[config.mk]
export PLATFORM = sky130hd
export DESIGN_NAME = hdp_ctrl
export DESIGN_NICKNAME = d
export VERILOG_FILES = /design/src/sv/hdp_pkg.sv /design/src/sv/hdp_ctrl.sv
export SDC_FILE = /design/constraint.sdc
export NUM_CORES = 1
export LEC_CHECK = 0
export ABC_AREA = 0
export BUFFER_PORTS_ARGS = -buffer_cell sky130_fd_sc_hd__clkbuf_2
export CORE_MARGIN = 2
export CORE_UTILIZATION = 42
export DETAILED_ROUTE_END_ITERATION = 16
export PLACE_DENSITY = 0.69
export SYNTH_ARGS = -nofsm -noshare
export SYNTH_HDL_FRONTEND = slang
export SYNTH_SLANG_ARGS = --single-unit
[constraint.sdc]
create_clock -name clk -period 4.98 [get_ports clk]
set_input_delay 0.249 -clock clk [delete_from_list [all_inputs] [get_ports clk]]
set_output_delay 0.249 -clock clk [all_outputs]
set_load 0.05 [all_outputs]
[src/sv/hdp_pkg.sv]
package hdp_pkg;

	localparam int MAX_POINTS_DEF = 256;
	localparam int COORD_BITS_DEF = 16;

	localparam int FIELD_W = 16;
	localparam int DSQ_W   = 34;
	localparam int DIST_W  = 17;

	localparam logic [1:0] ST_VALID      = 2'd0;
	localparam logic [1:0] ST_ONE_EMPTY  = 2'd1;
	localparam logic [1:0] ST_BOTH_EMPTY = 2'd2;

	typedef struct packed {
		logic                      req_type;
		logic signed [FIELD_W-1:0] point_re;
		logic signed [FIELD_W-1:0] point_im;
		logic                      last;
	} req_t;

	typedef struct packed {
		logic [DSQ_W-1:0]  dist_squared;
		logic [DIST_W-1:0] distance;
		logic [1:0]        status;
		logic              overflow;
	} res_t;

	typedef struct packed {
		logic       wr_a;
		logic       wr_b;
		logic       scan_vld;
		logic       scan_first;
		logic       scan_last;
		logic       clr_best;
		logic       root_go;
		logic [1:0] status;
		logic       overflow;
	} cmd_t;

	typedef struct packed {
		logic pipe_busy;
		logic root_done;
	} sts_t;

endpackage

[src/sv/hdp_ctrl.sv]
module hdp_ctrl #(
	parameter int MAX_POINTS = hdp_pkg::MAX_POINTS_DEF
) (
	input  logic          clk,
	input  logic          arst_n,
	input  logic          start,
	input  hdp_pkg::req_t req,
	input  hdp_pkg::sts_t sts,
	output logic          busy,
	output hdp_pkg::cmd_t cmd,
	output logic [((MAX_POINTS > 1) ? $clog2(MAX_POINTS) : 1)-1:0] wr_addr,
	output logic [((MAX_POINTS > 1) ? $clog2(MAX_POINTS) : 1)-1:0] rd_a_addr,
	output logic [((MAX_POINTS > 1) ? $clog2(MAX_POINTS) : 1)-1:0] rd_b_addr
);

	localparam int CW = $clog2(MAX_POINTS + 1);
	localparam int AW = (MAX_POINTS > 1) ? $clog2(MAX_POINTS) : 1;

	localparam logic [2:0] S_LOAD  = 3'd0;
	localparam logic [2:0] S_PREP  = 3'd1;
	localparam logic [2:0] S_SCAN  = 3'd2;
	localparam logic [2:0] S_DRAIN = 3'd3;
	localparam logic [2:0] S_ROOT  = 3'd4;

	logic [2:0]    state_q;
	logic [CW-1:0] cnt_a_q, cnt_b_q;
	logic [CW-1:0] i_q, j_q;
	logic          dir_q;
	logic          ovf_q;
	logic [1:0]    stat_q;

	logic          accept;
	logic          room_a, room_b;
	logic [CW-1:0] nf, nt;
	logic          j_end, i_end;

	assign accept = start && state_q == S_LOAD;
	assign room_a = cnt_a_q < CW'(MAX_POINTS);
	assign room_b = cnt_b_q < CW'(MAX_POINTS);
	assign nf     = dir_q ? cnt_b_q : cnt_a_q;
	assign nt     = dir_q ? cnt_a_q : cnt_b_q;
	assign j_end  = j_q == nt - CW'(1);
	assign i_end  = i_q == nf - CW'(1);

	assign busy      = state_q != S_LOAD;
	assign wr_addr   = req.req_type ? cnt_b_q[AW-1:0] : cnt_a_q[AW-1:0];
	assign rd_a_addr = dir_q ? j_q[AW-1:0] : i_q[AW-1:0];
	assign rd_b_addr = dir_q ? i_q[AW-1:0] : j_q[AW-1:0];

	always_comb begin
		cmd            = '0;
		cmd.wr_a       = accept && !req.req_type && room_a;
		cmd.wr_b       = accept && req.req_type && room_b;
		cmd.scan_vld   = state_q == S_SCAN;
		cmd.scan_first = j_q == '0;
		cmd.scan_last  = j_end;
		cmd.clr_best   = state_q == S_PREP;
		cmd.root_go    = state_q == S_DRAIN && !sts.pipe_busy;
		cmd.status     = stat_q;
		cmd.overflow   = ovf_q;
	end

	always_ff @(posedge clk or negedge arst_n) begin
		if (!arst_n) begin
			state_q <= S_LOAD;
			cnt_a_q <= '0;
			cnt_b_q <= '0;
			i_q     <= '0;
			j_q     <= '0;
			dir_q   <= 1'b0;
			ovf_q   <= 1'b0;
			stat_q  <= hdp_pkg::ST_VALID;
		end else begin
			case (state_q)
				S_LOAD: begin
					if (accept) begin
						if (cmd.wr_a)
							cnt_a_q <= cnt_a_q + CW'(1);
						if (cmd.wr_b)
							cnt_b_q <= cnt_b_q + CW'(1);
						if (!cmd.wr_a && !cmd.wr_b)
							ovf_q <= 1'b1;
						if (req.last)
							state_q <= S_PREP;
					end
				end
				S_PREP: begin
					i_q   <= '0;
					j_q   <= '0;
					dir_q <= 1'b0;
					if (cnt_a_q == '0 && cnt_b_q == '0) begin
						stat_q  <= hdp_pkg::ST_BOTH_EMPTY;
						state_q <= S_DRAIN;
					end else if (cnt_a_q == '0 || cnt_b_q == '0) begin
						stat_q  <= hdp_pkg::ST_ONE_EMPTY;
						state_q <= S_DRAIN;
					end else begin
						state_q <= S_SCAN;
					end
				end
				S_SCAN: begin
					if (j_end) begin
						j_q <= '0;
						if (i_end) begin
							i_q <= '0;
							if (dir_q)
								state_q <= S_DRAIN;
							dir_q <= 1'b1;
						end else begin
							i_q <= i_q + CW'(1);
						end
					end else begin
						j_q <= j_q + CW'(1);
					end
				end
				S_DRAIN: begin
					if (!sts.pipe_busy)
						state_q <= S_ROOT;
				end
				S_ROOT: begin
					if (sts.root_done) begin
						state_q <= S_LOAD;
						cnt_a_q <= '0;
						cnt_b_q <= '0;
						ovf_q   <= 1'b0;
						stat_q  <= hdp_pkg::ST_VALID;
					end
				end
				default: begin
					state_q <= S_LOAD;
				end
			endcase
		end
	end

	a_scan_nonempty: assert property (@(posedge clk) disable iff (!arst_n)
		state_q == S_SCAN |-> (cnt_a_q != '0 && cnt_b_q != '0))
		else $error("pair scan with an empty set");

	a_root_done_state: assert property (@(posedge clk) disable iff (!arst_n)
		sts.root_done |-> state_q == S_ROOT)
		else $error("square root finished outside root wait");

	a_free_after_root: assert property (@(posedge clk) disable iff (!arst_n)
		$fell(busy) |-> $past(sts.root_done))
		else $error("block freed without a finished result");

	a_count_bound: assert property (@(posedge clk) disable iff (!arst_n)
		cnt_a_q <= CW'(MAX_POINTS) && cnt_b_q <= CW'(MAX_POINTS))
		else $error("point count beyond capacity");

endmodule
==> run metrics <==
PostCTS Resize Cnt=0; Core ar.=8258 µm²; Buffers on Ports=41; vias in the first global route=2,957; HP Class=input pin to async pin; row cnt=33; fin util=0.4653; Area Growth Syn to Fin=7.190%; EDFF count, synth=0; Syn. warnings=0; met1 Usage GRT=0.2998; M2 GR Usage=0.3189; status=complete, but fails checks; CP max FO=30; WS Path Type=flop to output port; vias post-DR=approximately 3.1k; Slew @ Worst Pin=approximately 0.74 ns; CTS Buffer Depth=2; cells after synthesis=between 400 and 500; Antenna Diode Count=0; DRT antenna net count=0; pre-CTS setup slack=1.539 ns; starting density of the core=0.4341; cell breakdown of the critical path=buf_4 -> mux2i_1 -> xnor2_1 -> xor2_1 -> a31oi_1 -> or2_1 -> nor3_1 -> clkbuf_2; crit path DAT=3.25 ns; DRT Pass-1 Iters=4; post-cts hold buffer count=0; final hold violations=3; CP startpoint kind=flop; total gr overflow=0; initial antenna violation count=0; slowest stage delay, CP=about 0.74 ns; Max-cap violations=0; final setup vio count=0; Die Width=about 96 µm; die area=around 9300 µm²; Mapped Nets=464; max_slew headroom=0.5093; Initial DRC Count=roughly 240; DP Wirelength=~6.3 mm; I/O pins=74; fin crit share=0.7023; power per cell area=around 620 nW/µm²; share of cells above drive strength 1=0.1944; element type at the critical path end=output port; Die Y=between 90 and 100 µm; setup TNS=0 ns; Layout Nets=479; Static Leak=1.785 nW; first-pass GRT wire length=14.98 mm; Root Driver=clkbuf_8; Max Slew Vio Count=0; fmax=approximately 290 MHz; RSZ-0062 raised after global routing=no; grt peak-use layer=met2; failing checks=hold timing; ys async rst share=1.000; routed wire length=8.830 mm; global-route usage over all layers=0.2075; Final Hold Slack=-0.005896 ns; VDD IR max=between 0.3 and 0.4 mV; Unique masters post-synth=62; clk_lat worst skew=0.31 ns; CP max-delay cell=dfrtp_2; met3 GRT Util=0.02870; CTS sink count=43; Synth Flop Type=dfrtp_1; Avg WL per Cell=16.44 µm; Reg clk slew, reported paths=0.09 ns; DRC Markers=0; Avg Vias per Cell=just under 6; Setup WS post-layout=1.482 ns; final critical-path required period=3.498 ns; CTS tree=yes; buffer count from post-CTS setup fixing=0; Seq/Total Area, Yosys=0.3002; Num CTS Buffers=5; Synth Register Bits=43; synthesized area per cell=between 8 and 9 µm²; worst path required time=4.73 ns; htree depth=2; Post-Route Skew=0.01173 ns; GP Congestion=0.8567; synthesized area=3585 µm²; pin count of the biggest net entering global routing=44
Yosys cell counts (3+ instances only):
library cell,n,share of area
a21o_1,6,0.013
a21oi_1,15,0.021
a221o_1,4,0.011
a22o_1,4,0.0098
and3_1,8,0.014
buf_2,8,0.011
buf_6,6,0.019
clkbuf_1,18,0.019
dfrtp_1,43,0.30
ha_1,9,0.031
inv_1,17,0.018
mux2_2,20,0.063
mux2i_1,14,0.039
nand2_1,34,0.036
nand3_1,11,0.015
nand3b_1,3,0.0063
nand4_1,9,0.016
nor2_1,39,0.041
nor2b_1,3,0.0052
nor3_1,7,0.0098
nor3b_1,8,0.017
nor4_1,6,0.010
o21ai_0,22,0.031
o21ai_1,3,0.0042
o21bai_1,4,0.0084
o22ai_1,3,0.0052
o31ai_1,3,0.0063
or3_1,9,0.016
xnor2_1,19,0.046
xor2_1,17,0.042
state kept, by name (all words and copies together), names as in the netlist:
name and cells:
cnt_a_q 9, cnt_b_q 9, i_q 9, j_q 9, state_q 3, stat_q 2
dir_q 1, ovf_q 1
through the flow:
stage	power [W]	cell area, µm²	std cells
2_1_floorplan	0.001881	3585	416
3_3_place_gp	0.002101	3747	529
3_5_place_dp	0.002139	3747	529
4_1_cts	0.002391	3842	537
5_1_grt	0.002571	3842	537
6_report	0.002389	3842	537
area by class of cell:
type,instances,area [µm²]
Tap cell,105,131.4
Timing Repair Buffer,44,227.7
Sequential cell,43,1077
Clock inverter,1,8.758
Fill cell,813,4415
Multi-Input combinational cell,320,2247
Inverter,17,63.81
Clock buffer,7,86.33
cells in the final DEF, fill, tap and decap left out, types with 11 or more instances in the layout:
cell | Yosys | final
mux2i_1 | 14 | 14
nand2_1 | 34 | 34
mux2_2 | 20 | 20
o21ai_0 | 22 | 22
clkbuf_2 | 0 | 41
dfrtp_1 | 43 | 42
inv_1 | 17 | 17
xor2_1 | 17 | 17
a21oi_1 | 15 | 15
xnor2_1 | 19 | 19
nand3_1 | 11 | 11
nor2_1 | 39 | 39
power breakdown:
part	internal [W]	total, W	switching (W)
clock network	0.000114	0.000245	0.000131
logic	0.000541	0.00147	0.000932
registers	0.000428	0.000671	0.000243
total	0.00108	0.00239	0.00131
cells by family after synthesis:
group / synth area share
AOI/OAI and AO/OA: 0.1714
xor gates and xnor gates: 0.08796
adders and majority gates: 0.03141
buffers and inverters: 0.07295
DFF: 0.3002
muxes: 0.1019
and+or+nand+nor: 0.2342
worst max-delay path: cells and delay by family, from the launching register on:
kind	cells	cell delay, ns
AOI/OAI and AO/OA	1	0.16
xor gates and xnor gates	2	0.40
buffers and inverters	2	0.75
DFF	1	0.74
muxes	1	0.40
and+or+nand+nor	2	0.47
routing by layer:
layer / routed length [µm] / vias to the layer above
li1: - / 1520
met1: 4086 / 1521
met2: 4265 / 69
met3: 329 / 12
met4: 149 / 0
met5: 0 / -
path summary, 6_finish.rpt:
check                      startpoint         end  slack (ns)  cells past startpoint
setup / recovery                dir_q      cmd[5]        1.48                      8
hold / removal                 arst_n      i_q[4]      -0.006                      2
setup reg to reg                dir_q      i_q[0]        1.53                      9
hold reg to reg                 ovf_q       ovf_q        0.50                      2
max in group asynchronous      arst_n       dir_q        4.56                      2
min in group clk               sts[0]  state_q[2]        0.16                      2
Note: power is estimated with default switching activity, not from simulation.
